## src/rtl/assert_macros.svh

```systemverilog
// assertion macros shared by the deque rtl
// depends on a clk and an active-low arst_n in the including module
`ifndef ASSERT_MACROS_SVH
`define ASSERT_MACROS_SVH

// property checked at every rising clock edge outside reset
`define DQ_ASSERT(label, prop, msg) \
	label: assert property (@(posedge clk) disable iff (!arst_n) (prop)) else $error(msg);

// implication checked on the next edge outside reset
`define DQ_ASSERT_NEXT(label, cause, effect, msg) \
	label: assert property (@(posedge clk) disable iff (!arst_n) (cause) |=> (effect)) \
		else $error(msg);

`endif

```

## src/rtl/dq_pkg.sv

```systemverilog
// shared types and constants of the double-ended queue
// no dependencies; used by dq_ctrl, dq_dp and double_ended_queue
package dq_pkg;

	// default sizing
	localparam int DEPTH_DEF      = 16;
	localparam int DATA_WIDTH_DEF = 32;

	// beat field widths
	localparam int CMD_W      = 3;
	localparam int VALUE_W    = 32;
	localparam int STATUS_W   = 2;
	localparam int DATA_OUT_W = 32;
	localparam int IN_W       = ((CMD_W + VALUE_W + 7) / 8) * 8;

	// command codes
	typedef enum logic [CMD_W-1:0] {
		CMD_PUSH_FRONT = 3'd0,
		CMD_PUSH_BACK  = 3'd1,
		CMD_POP_FRONT  = 3'd2,
		CMD_POP_BACK   = 3'd3,
		CMD_PEEK_FRONT = 3'd4,
		CMD_PEEK_BACK  = 3'd5
	} cmd_t;

	// result status codes
	typedef enum logic [STATUS_W-1:0] {
		ST_OK    = 2'd0,
		ST_EMPTY = 2'd1,
		ST_FULL  = 2'd2
	} status_t;

	// controller states
	typedef enum logic {
		S_IDLE = 1'b0,
		S_EXEC = 1'b1
	} state_t;

	// controller to datapath commands
	typedef struct packed {
		logic load;
		logic commit;
	} dq_ctl_t;

	// datapath to controller status
	typedef struct packed {
		logic out_busy;
		logic out_valid;
	} dq_sts_t;

endpackage

```

## src/rtl/dq_ctrl.sv

```systemverilog
// controller of the double-ended queue: accepts a beat, then commits it
// depends on dq_pkg and assert_macros.svh
`include "assert_macros.svh"

module dq_ctrl (
	input  logic            clk,
	input  logic            arst_n,
	input  logic            s_tvalid,
	output logic            s_tready,
	output dq_pkg::dq_ctl_t ctl,
	input  dq_pkg::dq_sts_t sts
);

	dq_pkg::state_t state_q;
	dq_pkg::state_t state_nxt;

	// state register
	always_ff @(posedge clk or negedge arst_n) begin
		if (!arst_n) begin
			state_q <= dq_pkg::S_IDLE;
		end else begin
			state_q <= state_nxt;
		end
	end

	// next state and commands
	always_comb begin
		state_nxt  = state_q;
		s_tready   = 1'b0;
		ctl.load   = 1'b0;
		ctl.commit = 1'b0;
		case (state_q)
			dq_pkg::S_IDLE: begin
				s_tready = 1'b1;
				if (s_tvalid) begin
					ctl.load  = 1'b1;
					state_nxt = dq_pkg::S_EXEC;
				end
			end
			dq_pkg::S_EXEC: begin
				if (!sts.out_busy) begin
					ctl.commit = 1'b1;
					state_nxt  = dq_pkg::S_IDLE;
				end
			end
			default: begin
				state_nxt = dq_pkg::S_IDLE;
			end
		endcase
	end

	// a loaded beat is always followed by the execute state
	`DQ_ASSERT_NEXT(a_load_exec, ctl.load, state_q == dq_pkg::S_EXEC, "load not followed by exec")
	// a commit always lands in a free result register
	`DQ_ASSERT_NEXT(a_commit_out, ctl.commit, sts.out_valid, "commit did not fill result register")

endmodule

```

## src/rtl/dq_dp.sv

```systemverilog
// datapath of the double-ended queue: slot memory, ring pointers, result register
// depends on dq_pkg and assert_macros.svh
`include "assert_macros.svh"

module dq_dp #(
	parameter  int DEPTH      = dq_pkg::DEPTH_DEF,
	parameter  int DATA_WIDTH = dq_pkg::DATA_WIDTH_DEF,
	localparam int PTR_W      = $clog2(DEPTH),
	localparam int CNT_W      = $clog2(DEPTH + 1),
	localparam int OUT_W      = ((dq_pkg::STATUS_W + dq_pkg::DATA_OUT_W + CNT_W + 1 + 7) / 8) * 8
) (
	input  logic                    clk,
	input  logic                    arst_n,
	input  logic [dq_pkg::IN_W-1:0] s_tdata,
	output logic                    m_tvalid,
	input  logic                    m_tready,
	output logic [OUT_W-1:0]        m_tdata,
	input  dq_pkg::dq_ctl_t         ctl,
	output dq_pkg::dq_sts_t         sts
);

	localparam int SUM_W = CNT_W + 1;
	localparam logic [SUM_W-1:0] DEPTH_S  = SUM_W'(DEPTH);
	localparam logic [CNT_W-1:0] DEPTH_C  = CNT_W'(DEPTH);
	localparam logic [PTR_W-1:0] LAST_PTR = PTR_W'(DEPTH - 1);

	logic [DATA_WIDTH-1:0] mem [DEPTH];

	logic [PTR_W-1:0]          head_q;
	logic [CNT_W-1:0]          occ_q;
	dq_pkg::cmd_t              cmd_q;
	logic [DATA_WIDTH-1:0]     word_q;
	logic [DATA_WIDTH-1:0]     rd_q;
	logic                      out_valid_q;
	dq_pkg::status_t           status_q;
	logic [dq_pkg::DATA_OUT_W-1:0] data_q;
	logic [CNT_W-1:0]          count_q;
	logic                      empty_q;

	dq_pkg::cmd_t          cmd_in;
	logic [DATA_WIDTH-1:0] word_in;
	logic [SUM_W-1:0]      sum;
	logic [PTR_W-1:0]      tail;
	logic [PTR_W-1:0]      back;
	logic [PTR_W-1:0]      head_m1;
	logic [PTR_W-1:0]      head_p1;
	logic [PTR_W-1:0]      rd_addr;
	logic                  full;
	logic                  empty;
	logic                  is_push;
	logic [PTR_W-1:0]      head_nxt;
	logic [CNT_W-1:0]      occ_nxt;
	logic                  wr_en;
	logic [PTR_W-1:0]      wr_addr;
	dq_pkg::status_t       status_nxt;
	logic [DATA_WIDTH-1:0] data_nxt;

	// unpack the input beat
	assign cmd_in  = dq_pkg::cmd_t'(s_tdata[dq_pkg::CMD_W-1:0]);
	assign word_in = DATA_WIDTH'(s_tdata[dq_pkg::CMD_W +: dq_pkg::VALUE_W]);

	// ring positions around the head
	assign sum     = SUM_W'(head_q) + SUM_W'(occ_q);
	assign tail    = (sum >= DEPTH_S) ? PTR_W'(sum - DEPTH_S) : PTR_W'(sum);
	assign back    = (tail == '0) ? LAST_PTR : tail - 1'b1;
	assign head_m1 = (head_q == '0) ? LAST_PTR : head_q - 1'b1;
	assign head_p1 = (head_q == LAST_PTR) ? '0 : head_q + 1'b1;
	assign full    = (occ_q == DEPTH_C);
	assign empty   = (occ_q == '0);
	assign is_push = (cmd_q == dq_pkg::CMD_PUSH_FRONT) || (cmd_q == dq_pkg::CMD_PUSH_BACK);

	// read slot chosen when the beat is taken
	assign rd_addr = ((cmd_in == dq_pkg::CMD_POP_FRONT) || (cmd_in == dq_pkg::CMD_PEEK_FRONT))
		? head_q : back;

	// command execution
	always_comb begin
		head_nxt   = head_q;
		occ_nxt    = occ_q;
		wr_en      = 1'b0;
		wr_addr    = tail;
		status_nxt = dq_pkg::ST_OK;
		data_nxt   = '0;
		case (cmd_q)
			dq_pkg::CMD_PUSH_FRONT: begin
				if (full) begin
					status_nxt = dq_pkg::ST_FULL;
				end else begin
					head_nxt = head_m1;
					wr_en    = 1'b1;
					wr_addr  = head_m1;
					occ_nxt  = occ_q + 1'b1;
				end
			end
			dq_pkg::CMD_PUSH_BACK: begin
				if (full) begin
					status_nxt = dq_pkg::ST_FULL;
				end else begin
					wr_en   = 1'b1;
					occ_nxt = occ_q + 1'b1;
				end
			end
			dq_pkg::CMD_POP_FRONT: begin
				if (empty) begin
					status_nxt = dq_pkg::ST_EMPTY;
				end else begin
					data_nxt = rd_q;
					head_nxt = head_p1;
					occ_nxt  = occ_q - 1'b1;
				end
			end
			dq_pkg::CMD_POP_BACK: begin
				if (empty) begin
					status_nxt = dq_pkg::ST_EMPTY;
				end else begin
					data_nxt = rd_q;
					occ_nxt  = occ_q - 1'b1;
				end
			end
			dq_pkg::CMD_PEEK_FRONT, dq_pkg::CMD_PEEK_BACK: begin
				if (empty) begin
					status_nxt = dq_pkg::ST_EMPTY;
				end else begin
					data_nxt = rd_q;
				end
			end
			default: begin
				status_nxt = dq_pkg::ST_OK;
			end
		endcase
	end

	// slot memory: write on commit, registered read on load
	always_ff @(posedge clk) begin
		if (ctl.commit && wr_en) begin
			mem[wr_addr] <= word_q;
		end
		if (ctl.load) begin
			rd_q <= mem[rd_addr];
		end
	end

	// captured command beat
	always_ff @(posedge clk) begin
		if (ctl.load) begin
			cmd_q  <= cmd_in;
			word_q <= word_in;
		end
	end

	// ring pointers
	always_ff @(posedge clk or negedge arst_n) begin
		if (!arst_n) begin
			head_q <= '0;
			occ_q  <= '0;
		end else if (ctl.commit) begin
			head_q <= head_nxt;
			occ_q  <= occ_nxt;
		end
	end

	// result register valid
	always_ff @(posedge clk or negedge arst_n) begin
		if (!arst_n) begin
			out_valid_q <= 1'b0;
		end else if (ctl.commit) begin
			out_valid_q <= 1'b1;
		end else if (m_tready) begin
			out_valid_q <= 1'b0;
		end
	end

	// result register payload
	always_ff @(posedge clk) begin
		if (ctl.commit) begin
			status_q <= status_nxt;
			data_q   <= dq_pkg::DATA_OUT_W'(data_nxt);
			count_q  <= occ_nxt;
			empty_q  <= (occ_nxt == '0);
		end
	end

	// output beat and status
	assign m_tvalid      = out_valid_q;
	assign m_tdata       = OUT_W'({empty_q, count_q, data_q, status_q});
	assign sts.out_busy  = out_valid_q && !m_tready;
	assign sts.out_valid = out_valid_q;

	// occupancy never exceeds the ring size
	`DQ_ASSERT(a_occ_range, occ_q <= DEPTH_C, "occupancy above depth")
	// a refused push leaves the count alone
	`DQ_ASSERT_NEXT(a_full_hold, ctl.commit && is_push && full, $stable(occ_q), "full push changed count")
	// empty flag agrees with the reported count
	`DQ_ASSERT(a_empty_flag, !out_valid_q || (empty_q == (count_q == '0)), "empty flag mismatch")

endmodule

```

## src/rtl/double_ended_queue.sv

```systemverilog
// top level of the double-ended queue: controller plus datapath
// depends on dq_pkg, dq_ctrl and dq_dp
//
// Each command beat runs in two steps: the registered read of the front or
// back slot when the beat is taken, then the update of the ring pointers,
// the write of a pushed word and the load of the result register. A new beat
// waits for the last one's commit. The result register decouples the two
// sides: the next beat is taken while a result still waits, and execution
// holds only when that register is still occupied. Push on a full queue
// returns status full, pop or peek on an empty queue returns status empty,
// both with data zero and no change to the store. Codes 6 and 7 are no-ops.
// Slots need no clearing after reset; only data of written slots reaches a result.
module double_ended_queue #(
	parameter  int DEPTH      = dq_pkg::DEPTH_DEF,
	parameter  int DATA_WIDTH = dq_pkg::DATA_WIDTH_DEF,
	localparam int CNT_W      = $clog2(DEPTH + 1),
	localparam int OUT_W      = ((dq_pkg::STATUS_W + dq_pkg::DATA_OUT_W + CNT_W + 1 + 7) / 8) * 8
) (
	input  logic                    clk,
	input  logic                    arst_n,
	input  logic                    s_tvalid,
	output logic                    s_tready,
	input  logic [dq_pkg::IN_W-1:0] s_tdata,   // cmd, value
	output logic                    m_tvalid,
	input  logic                    m_tready,
	output logic [OUT_W-1:0]        m_tdata    // status, data_out, entry_count, is_empty
);

	dq_pkg::dq_ctl_t ctl;
	dq_pkg::dq_sts_t sts;

	// sequencing
	dq_ctrl u_ctrl (
		.clk      (clk),
		.arst_n   (arst_n),
		.s_tvalid (s_tvalid),
		.s_tready (s_tready),
		.ctl      (ctl),
		.sts      (sts)
	);

	// storage and result
	dq_dp #(
		.DEPTH      (DEPTH),
		.DATA_WIDTH (DATA_WIDTH)
	) u_dp (
		.clk      (clk),
		.arst_n   (arst_n),
		.s_tdata  (s_tdata),
		.m_tvalid (m_tvalid),
		.m_tready (m_tready),
		.m_tdata  (m_tdata),
		.ctl      (ctl),
		.sts      (sts)
	);

endmodule
```

## config.mk

```make
export PLATFORM = sky130hd
export DESIGN_NAME = double_ended_queue
export DESIGN_NICKNAME = d
export VERILOG_FILES = /design/src/rtl/dq_pkg.sv /design/src/rtl/dq_ctrl.sv /design/src/rtl/dq_dp.sv /design/src/rtl/double_ended_queue.sv
export VERILOG_INCLUDE_DIRS = /design/src /design/src/rtl
export SDC_FILE = /design/constraint.sdc
export NUM_CORES = 1
export LEC_CHECK = 0
export BUFFER_PORTS_ARGS = -buffer_cell sky130_fd_sc_hd__buf_2
export CAP_MARGIN = 0
export CORE_MARGIN = 4
export CORE_UTILIZATION = 40
export CTS_CLUSTER_SIZE = 24
export DETAILED_ROUTE_END_ITERATION = 8
export PLACE_DENSITY_LB_ADDON = 0.1
export SYNTH_ARGS = -nofsm -noshare
export SYNTH_HDL_FRONTEND = slang
export SYNTH_SLANG_ARGS = --single-unit
```

## constraint.sdc

```tcl
create_clock -name clk -period 8.7 [get_ports clk]
set_input_delay 1.305 -clock clk [delete_from_list [all_inputs] [get_ports clk]]
set_output_delay 1.305 -clock clk [all_outputs]
set_load 0.01 [all_outputs]
```

# Yosys cells after proc, flatten, opt, wreduce, memory -nomap -nowiden
# Memories as Yosys holds them, arrays and structs flattened. A register that Yosys moved wholly into a read port is not among the register bits.
# Index checks and enable logic that the tools add are counted.
[totals]
ff_bits = 86
latchBits = 0
ramBits = 512
romBits = 0
inputBits = 44
out_inout_bits = 42
word_cells = 77
n_memories = 1
[op_classes]
n_addsub = 7
n_mul = 0
div = 0
order_cmp = 1
eq_ne = 11
n_shift = 0
mux = 29
n_bitwise = 2
n_reduce_logical = 16
[memory_table]
columns = ["name", "depth", "word_bits", "rd", "rd_ports_with_merged_regs", "write_ports", "line_no", "rtl"]
rows = [
  ["u_dp.mem", 16, 32, 1, 1, 1, "dq_dp.sv:27", "logic [DATA_WIDTH-1:0] mem [DEPTH];"],
]
[ops]
columns = ["cell", "count"]
rows = [
  ["$mux 4", 9],
  ["$mux 1", 13],
  ["$sub 4x1->4 const B", 3],
  ["$logic_not 5->1", 2],
  ["$mux 5", 2],
  ["$pmux 5 s2", 1],
  ["$eq 3x2->1 const B", 3],
  ["$eq 3x3->1 const B", 3],
  ["$logic_not 4->1", 2],
  ["$pmux 4 s2", 1],
  ["$add 4x5->6", 1],
  ["$ge 6x5->1 const B", 1],
  ["$reduce_or 2->1", 3],
  ["$add 5x1->5 const B", 1],
  ["$eq 5x5->1 const B", 1],
  ["$sub 5x1->5 const B", 1],
  ["$add 4x1->4 const B", 1],
  ["$eq 4x4->1 const B", 1],
  ["$ne 2x2->1 const B", 2],
  ["$pmux 2 s2", 1],
  ["$reduce_and 4->1", 1],
  ["$reduce_bool 2->1", 2],
  ["$reduce_or 4->1", 1],
  ["$eq 3x1->1 const B", 1],
  ["7 further kinds", 9],
]

# Longest topological paths before layout
[depth]
word_depth = 7
ltp_mapped = 12
depth_no_buf = 10

# Hierarchy
# A second synthesis with hierarchy kept.
[hier_totals]
cells_unflattened = 2275
hier_area_um2 = 31083.6
[modules_own_cells]
columns = ["mod", "instances", "cells_per_inst", "area_per_inst_um2", "seq_area_each_um2"]
rows = [
  ["dq_dp", 1, 2270, 31026.0, 18838.1],
  ["dq_ctrl", 1, 5, 57.6, 25.0],
]

# Least setup slack after synthesis
# No wires, ideal clock.
[synth_path]
path_type = "input port to flip-flop"
startpoint = "in s_tvalid"
endpoint = "reg u_dp.cmd_q[0], enable pin"
t_arrival_ps = 4248
path_slack_ps = 3952
cell_stages = 1
path_buffers = 0
cell_sequence = "nor2b_1"
[synth_between]
elab_chain_cells = 2
[synth_lines]
columns = ["item", "line_no", "rtl"]
rows = [
  ["from (decl)", "double_ended_queue.sv:21", "input logic s_tvalid,"],
  ["$mux 1", "dq_ctrl.sv:35", "if (s_tvalid) begin"],
  ["$mux 1", "dq_ctrl.sv:32", "case (state_q)"],
  ["to (signal assigned)", "dq_dp.sv:146", "cmd_q <= cmd_in;"],
  ["to (decl)", "dq_dp.sv:31", "dq_pkg::cmd_t cmd_q;"],
]
# Every way passes these cells.
# A chain may end at the register's enable or synchronous reset.

# Worst setup path in the final report
[layout_path]
startpoint = "reg u_dp.head_q[0]"
endpoint = "reg u_dp.rd_q[22], read port of u_dp.mem, data pin"
[layout_between]
elab_chain_cells = 6
[layout_lines]
columns = ["item", "line_no", "rtl"]
rows = [
  ["from (decl)", "dq_dp.sv:29", "logic [PTR_W-1:0] head_q;"],
  ["from (signal assigned)", "dq_dp.sv:157", "head_q <= head_nxt;"],
  ["$add 4x5->6", "dq_dp.sv:63", "assign sum = SUM_W'(head_q) + SUM_W'(occ_q);"],
  ["$ge 6x5->1 or $sub 4x1->4 (tied branches)", "dq_dp.sv:64", "assign tail = (sum >= DEPTH_S) ? PTR_W'(sum - DEPTH_S) : PTR_W'(sum);"],
  ["$mux 4", "dq_dp.sv:64", ""],
  ["$sub 4x1->4 or $logic_not 4->1 (tied branches)", "dq_dp.sv:65", "assign back = (tail == '0) ? LAST_PTR : tail - 1'b1;"],
  ["$mux 4", "dq_dp.sv:65", ""],
  ["$mux 4 *", "dq_dp.sv:74", "? head_q : back;"],
  ["to (decl)", "dq_dp.sv:33", "logic [DATA_WIDTH-1:0] rd_q;"],
]
# Mark *: on every way between the ends. The rest lies on a longest branch, timed or not.

==> implementation parameters <==
Parameter                              Value

Critical path
  Worst Path Max Fanout ... 38
  Number of buffers and inverters on the critical path ... 2
  Critical-path cell list ... ha_1 -> fa_1 -> xnor2_1 -> o21ai_1 -> mux2_4 -> o22ai_4 -> buf_4 -> buf_4 -> mux2i_1 -> mux2i_1
  Crit-path slowest cell ... sky130_fd_sc_hd__buf_4
  Data arrival time at the worst-slack endpoint ... 4.69 ns
  Number of cells traversed by the worst register-to-register path ... 10
  Crit Path Class ... reg -> reg
  Delay contributed by the slowest stage of the critical path ... 0.69 ns
  Req. time, crit path ... 8.97 ns
  Cell family with most CP delay ... buffers and inverters
  Crit. path cell count ... 10
  Type of destination of the critical path ... flip-flop
  Kind of launch point of the worst setup path ... flip-flop

GRT
  Largest net degree at the start of global routing ... 137
  Via count of the first global-routing pass ... 12.2k
  Global Route Usage Sum ... 15.8%
  First-pass GRT wire length ... 78,700 µm
  Overflow left after global routing ... 0
  Number of antenna violations at the first check in global routing ... 1

STA
  Unrepaired setup endpoints after global routing ... false
  Tmin final ... 4.41 ns
  Slew @ Worst Pin ... 1.10 ns
  Share of the clock period used by the worst path after layout ... 50.7%
  Setup TNS ... 0 ns
  Rel. slew slack ... 26.3%
  Maximum clock frequency ... 0.227 GHz
  Max Slew Vio Count ... 0
  Final count of negative-setup-slack endpoints ... 0
  Tightest hold margin ... 0.506 ns
  Final number of hold-violating endpoints ... 0
  Clock tree skew after final layout ... 0.0199 ns

Clock network
  Post-CTS sizing ... 0
  Number of hold buffers added after cts ... 0
  Count of buffers added by post-CTS timing repair for setup ... 0
  Count of clock tree sinks ... 630
  Master cell of the clock root buffer ... sky130_fd_sc_hd__clkbuf_16
  Register clock-pin slew on the reported worst setup and hold paths ... 0.06 ns
  Clock tree from TritonCTS ... built
  Number of clock buffers inserted by TritonCTS ... 70
  Clock buffer depth ... 3
  Insertion delay of the later-clocked pin in the worst-skew pair ... 0.60 ns
  Depth of the CTS H-tree ... 3

Power
  Power per cell area ... 425 nW/µm²
  Leak Pwr ... 10.8 nW
  Worst ir drop on vdd ... 1130 µV

Placed design
  Final weighted congestion of routability-driven global placement ... 0.718
  Buffers on Ports ... 80
  Detailed placer's ending HPWL ... 25,200 µm
  Dpl cell area ... 26,700 µm²

Floorplan
  Std-Cell Core Area ... 63,000 µm²
  Die X-Extent ... 260 µm
  Number of top-level pins ... 86
  Std cell rows ... 92
  DIE AREA ... 67,600 µm²
  Starting utilization of the core area ... 40.4%
  Die Span Y ... 260 µm

Logic synthesis
  Sequential share of the synthesized area ... 74.2%
  Post-synthesis instance area ... 25,400 µm²
  Post-synthesis sequential element count ... 630
  Net Count, Synth ... 1,419
  Synth Warn # ... 0
  Post-synthesis area per instance ... 18.6 µm²
  Most frequently used flop master after synthesis ... sky130_fd_sc_hd__edfxtp_1
  Synthesized netlist cell count ... 1,365
  EDFF count, synth ... 619
  Count of cell types in the netlist ... 47
  Async S/R FF share, synth ... 1.75%

Detailed routing
  Wire length per cell ... 22.5 µm
  Total iterations of the first detailed-routing run ... 7
  Number of routed nets with antenna violations ... 0
  Post-route DRC violation count ... 0
  Detail-routed via count per cell ... 5.00
  Via count of the routed design ... 11.9k
  Total length of routed wires ... 53,600 µm
  Initial detailed-routing violation count ... 766

Cells and area
  Synthesis-to-layout area growth ... 13.5%
  Final design area excluding fillers ... 28,800 µm²
  Share of cells above drive strength 1 ... 14.7%
  Ant diodes ... 0
  Final nets ... 1,537
  Fillers ... 5,456

Hold path
  Hold path depth ... 2
  Hold crit path type ... reg -> reg

Run status
  Outcome ... completed

Flow run
  Number of maximum-capacitance constraint violations ... 0
==> cells in the final DEF (no fill, tap or decap), types with 3 or more instances in the layout <==
cell and count:
sky130_fd_sc_hd__xnor2_1 10, sky130_fd_sc_hd__buf_4 27, sky130_fd_sc_hd__nand2_1 20, sky130_fd_sc_hd__bufinv_16 4, sky130_fd_sc_hd__clkinv_1 20, sky130_fd_sc_hd__clkinv_2 5, sky130_fd_sc_hd__mux2i_1 482, sky130_fd_sc_hd__mux2_2 4
sky130_fd_sc_hd__nor3_2 16, sky130_fd_sc_hd__dfrtp_1 11, sky130_fd_sc_hd__and2_1 33, sky130_fd_sc_hd__edfxtp_1 619, sky130_fd_sc_hd__nand3_1 3, sky130_fd_sc_hd__clkbuf_16 73, sky130_fd_sc_hd__o211ai_1 3, sky130_fd_sc_hd__ha_1 9
sky130_fd_sc_hd__o21ai_0 14, sky130_fd_sc_hd__buf_2 80, sky130_fd_sc_hd__a21oi_1 8, sky130_fd_sc_hd__nor3_1 6, sky130_fd_sc_hd__o21ai_1 3, sky130_fd_sc_hd__inv_1 13, sky130_fd_sc_hd__clkbuf_1 17, sky130_fd_sc_hd__nor2_1 13
==> cell usage after synthesis (2+ instances only) <==
master	n	area share, %
sky130_fd_sc_hd__a21o_1	2	0.059
sky130_fd_sc_hd__a21oi_1	9	0.18
sky130_fd_sc_hd__a31oi_1	2	0.049
sky130_fd_sc_hd__and2_1	33	0.81
sky130_fd_sc_hd__and3_1	2	0.049
sky130_fd_sc_hd__buf_12	7	0.55
sky130_fd_sc_hd__buf_2	17	0.33
sky130_fd_sc_hd__buf_4	16	0.47
sky130_fd_sc_hd__buf_6	14	0.62
sky130_fd_sc_hd__clkbuf_1	9	0.13
sky130_fd_sc_hd__dfrtp_1	11	1.1
sky130_fd_sc_hd__edfxtp_1	619	73
sky130_fd_sc_hd__ha_1	9	0.44
sky130_fd_sc_hd__inv_1	14	0.21
sky130_fd_sc_hd__mux2_2	4	0.18
sky130_fd_sc_hd__mux2i_1	482	19
sky130_fd_sc_hd__nand2_1	20	0.30
sky130_fd_sc_hd__nand2b_1	2	0.049
sky130_fd_sc_hd__nand3_1	3	0.059
sky130_fd_sc_hd__nor2_1	14	0.21
sky130_fd_sc_hd__nor2b_1	2	0.049
sky130_fd_sc_hd__nor3_1	22	0.43
sky130_fd_sc_hd__o211ai_1	3	0.089
sky130_fd_sc_hd__o21ai_0	14	0.28
sky130_fd_sc_hd__o21ai_1	3	0.059
sky130_fd_sc_hd__or3_1	2	0.049
sky130_fd_sc_hd__xnor2_1	10	0.34
==> metrics by stage <==
step / setup WS (ns) / util (%) / cells / power [mW]
after floorplan: 3.95 / - / 1365 / 8.53
after global placement: 3.72 / 42.4 / 2257 / 9.64
after detailed placement: 3.72 / 42.4 / 2257 / 9.69
after CTS: 4.20 / 45.8 / 2379 / 12.5
after global routing: 4.04 / 45.8 / 2379 / 13.0
final: 4.29 / 45.8 / 2379 / 12.3
==> sequential cells by signal (all words and copies together), names as in the netlist <==
register and flops:
u_dp.occ_q 5, u_dp.data_q 32, u_dp.head_q 4, u_dp.mem 512, u_dp.status_q 2, u_dp.empty_q 1
u_ctrl.state_q 1, u_dp.word_q 32, u_dp.cmd_q 3, u_dp.m_tvalid 1, u_dp.rd_q 32, u_dp.count_q 5
==> where the power goes <==
part | switching [mW] | internal, mW | total (mW) | leakage, nW
combinational | 3.00 | 2.30 | 5.31 | 3.96
clock | 1.14 | 1.65 | 2.79 | 1.05
sequential | 0.213 | 3.96 | 4.18 | 5.76
total | 4.35 | 7.92 | 12.3 | 10.8
==> worst min-delay path, delay by kind of cell, from the launching register on <==
kind	cells	cell delay [ns]
flip-flops	1	0.34
AND/OR/NAND/NOR	2	0.14
==> logic make-up after synthesis <==
| family | Yosys count | synth area share (%) |
|---|---|---|
| xor+xnor | 12 | 0.443 |
| flops | 630 | 74.2 |
| buf+inv | 78 | 2.33 |
| simple gates | 104 | 2.13 |
| compound gates | 44 | 1.11 |
| fa+ha+maj | 10 | 0.522 |
| mux | 487 | 19.2 |
==> final timing paths <==
path	end	slack (ns)	startpoint
max in group asynchronous	u_dp.occ_q[4]$_DFFE_PN0P_	7.90	arst_n
worst min register to register	u_dp.m_tvalid$_DFFE_PN0P_	0.51	u_dp.m_tvalid$_DFFE_PN0P_
min in group asynchronous	u_dp.m_tvalid$_DFFE_PN0P_	0.58	arst_n
worst max register to register	u_dp.rd_q[22]$_DFFE_PP_	4.29	u_dp.head_q[0]$_DFFE_PN0P_
worst min-delay path	u_dp.m_tvalid$_DFFE_PN0P_	0.51	u_dp.m_tvalid$_DFFE_PN0P_
worst max-delay path	u_dp.rd_q[22]$_DFFE_PP_	4.29	u_dp.head_q[0]$_DFFE_PN0P_
==> metal layers <==
metal  part of all wire (%)  global-route usage [%]  vias to the layer above
met5                      0                       0                        -
met4                    1.7                    4.38                        0
met3                    3.9                    2.73                       69
met2                     50                    27.1                      193
met1                     45                    20.9                     6042
li1                       -                       -                     5580
==> layout make-up <==
class / instances / area [µm²] / area share, %
Multi-Input combinational cell: 657 / 6080 / 21.1
Clock buffer: 90 / 1890 / 6.55
Tap cell: 846 / 1060 / 3.67
Inverter: 15 / 56.3 / 0.195
Clock inverter: 32 / 258 / 0.894
Sequential cell: 630 / 18900 / 65.4
Timing Repair Buffer: 109 / 643 / 2.23
(Power assumes the default switching activity.)
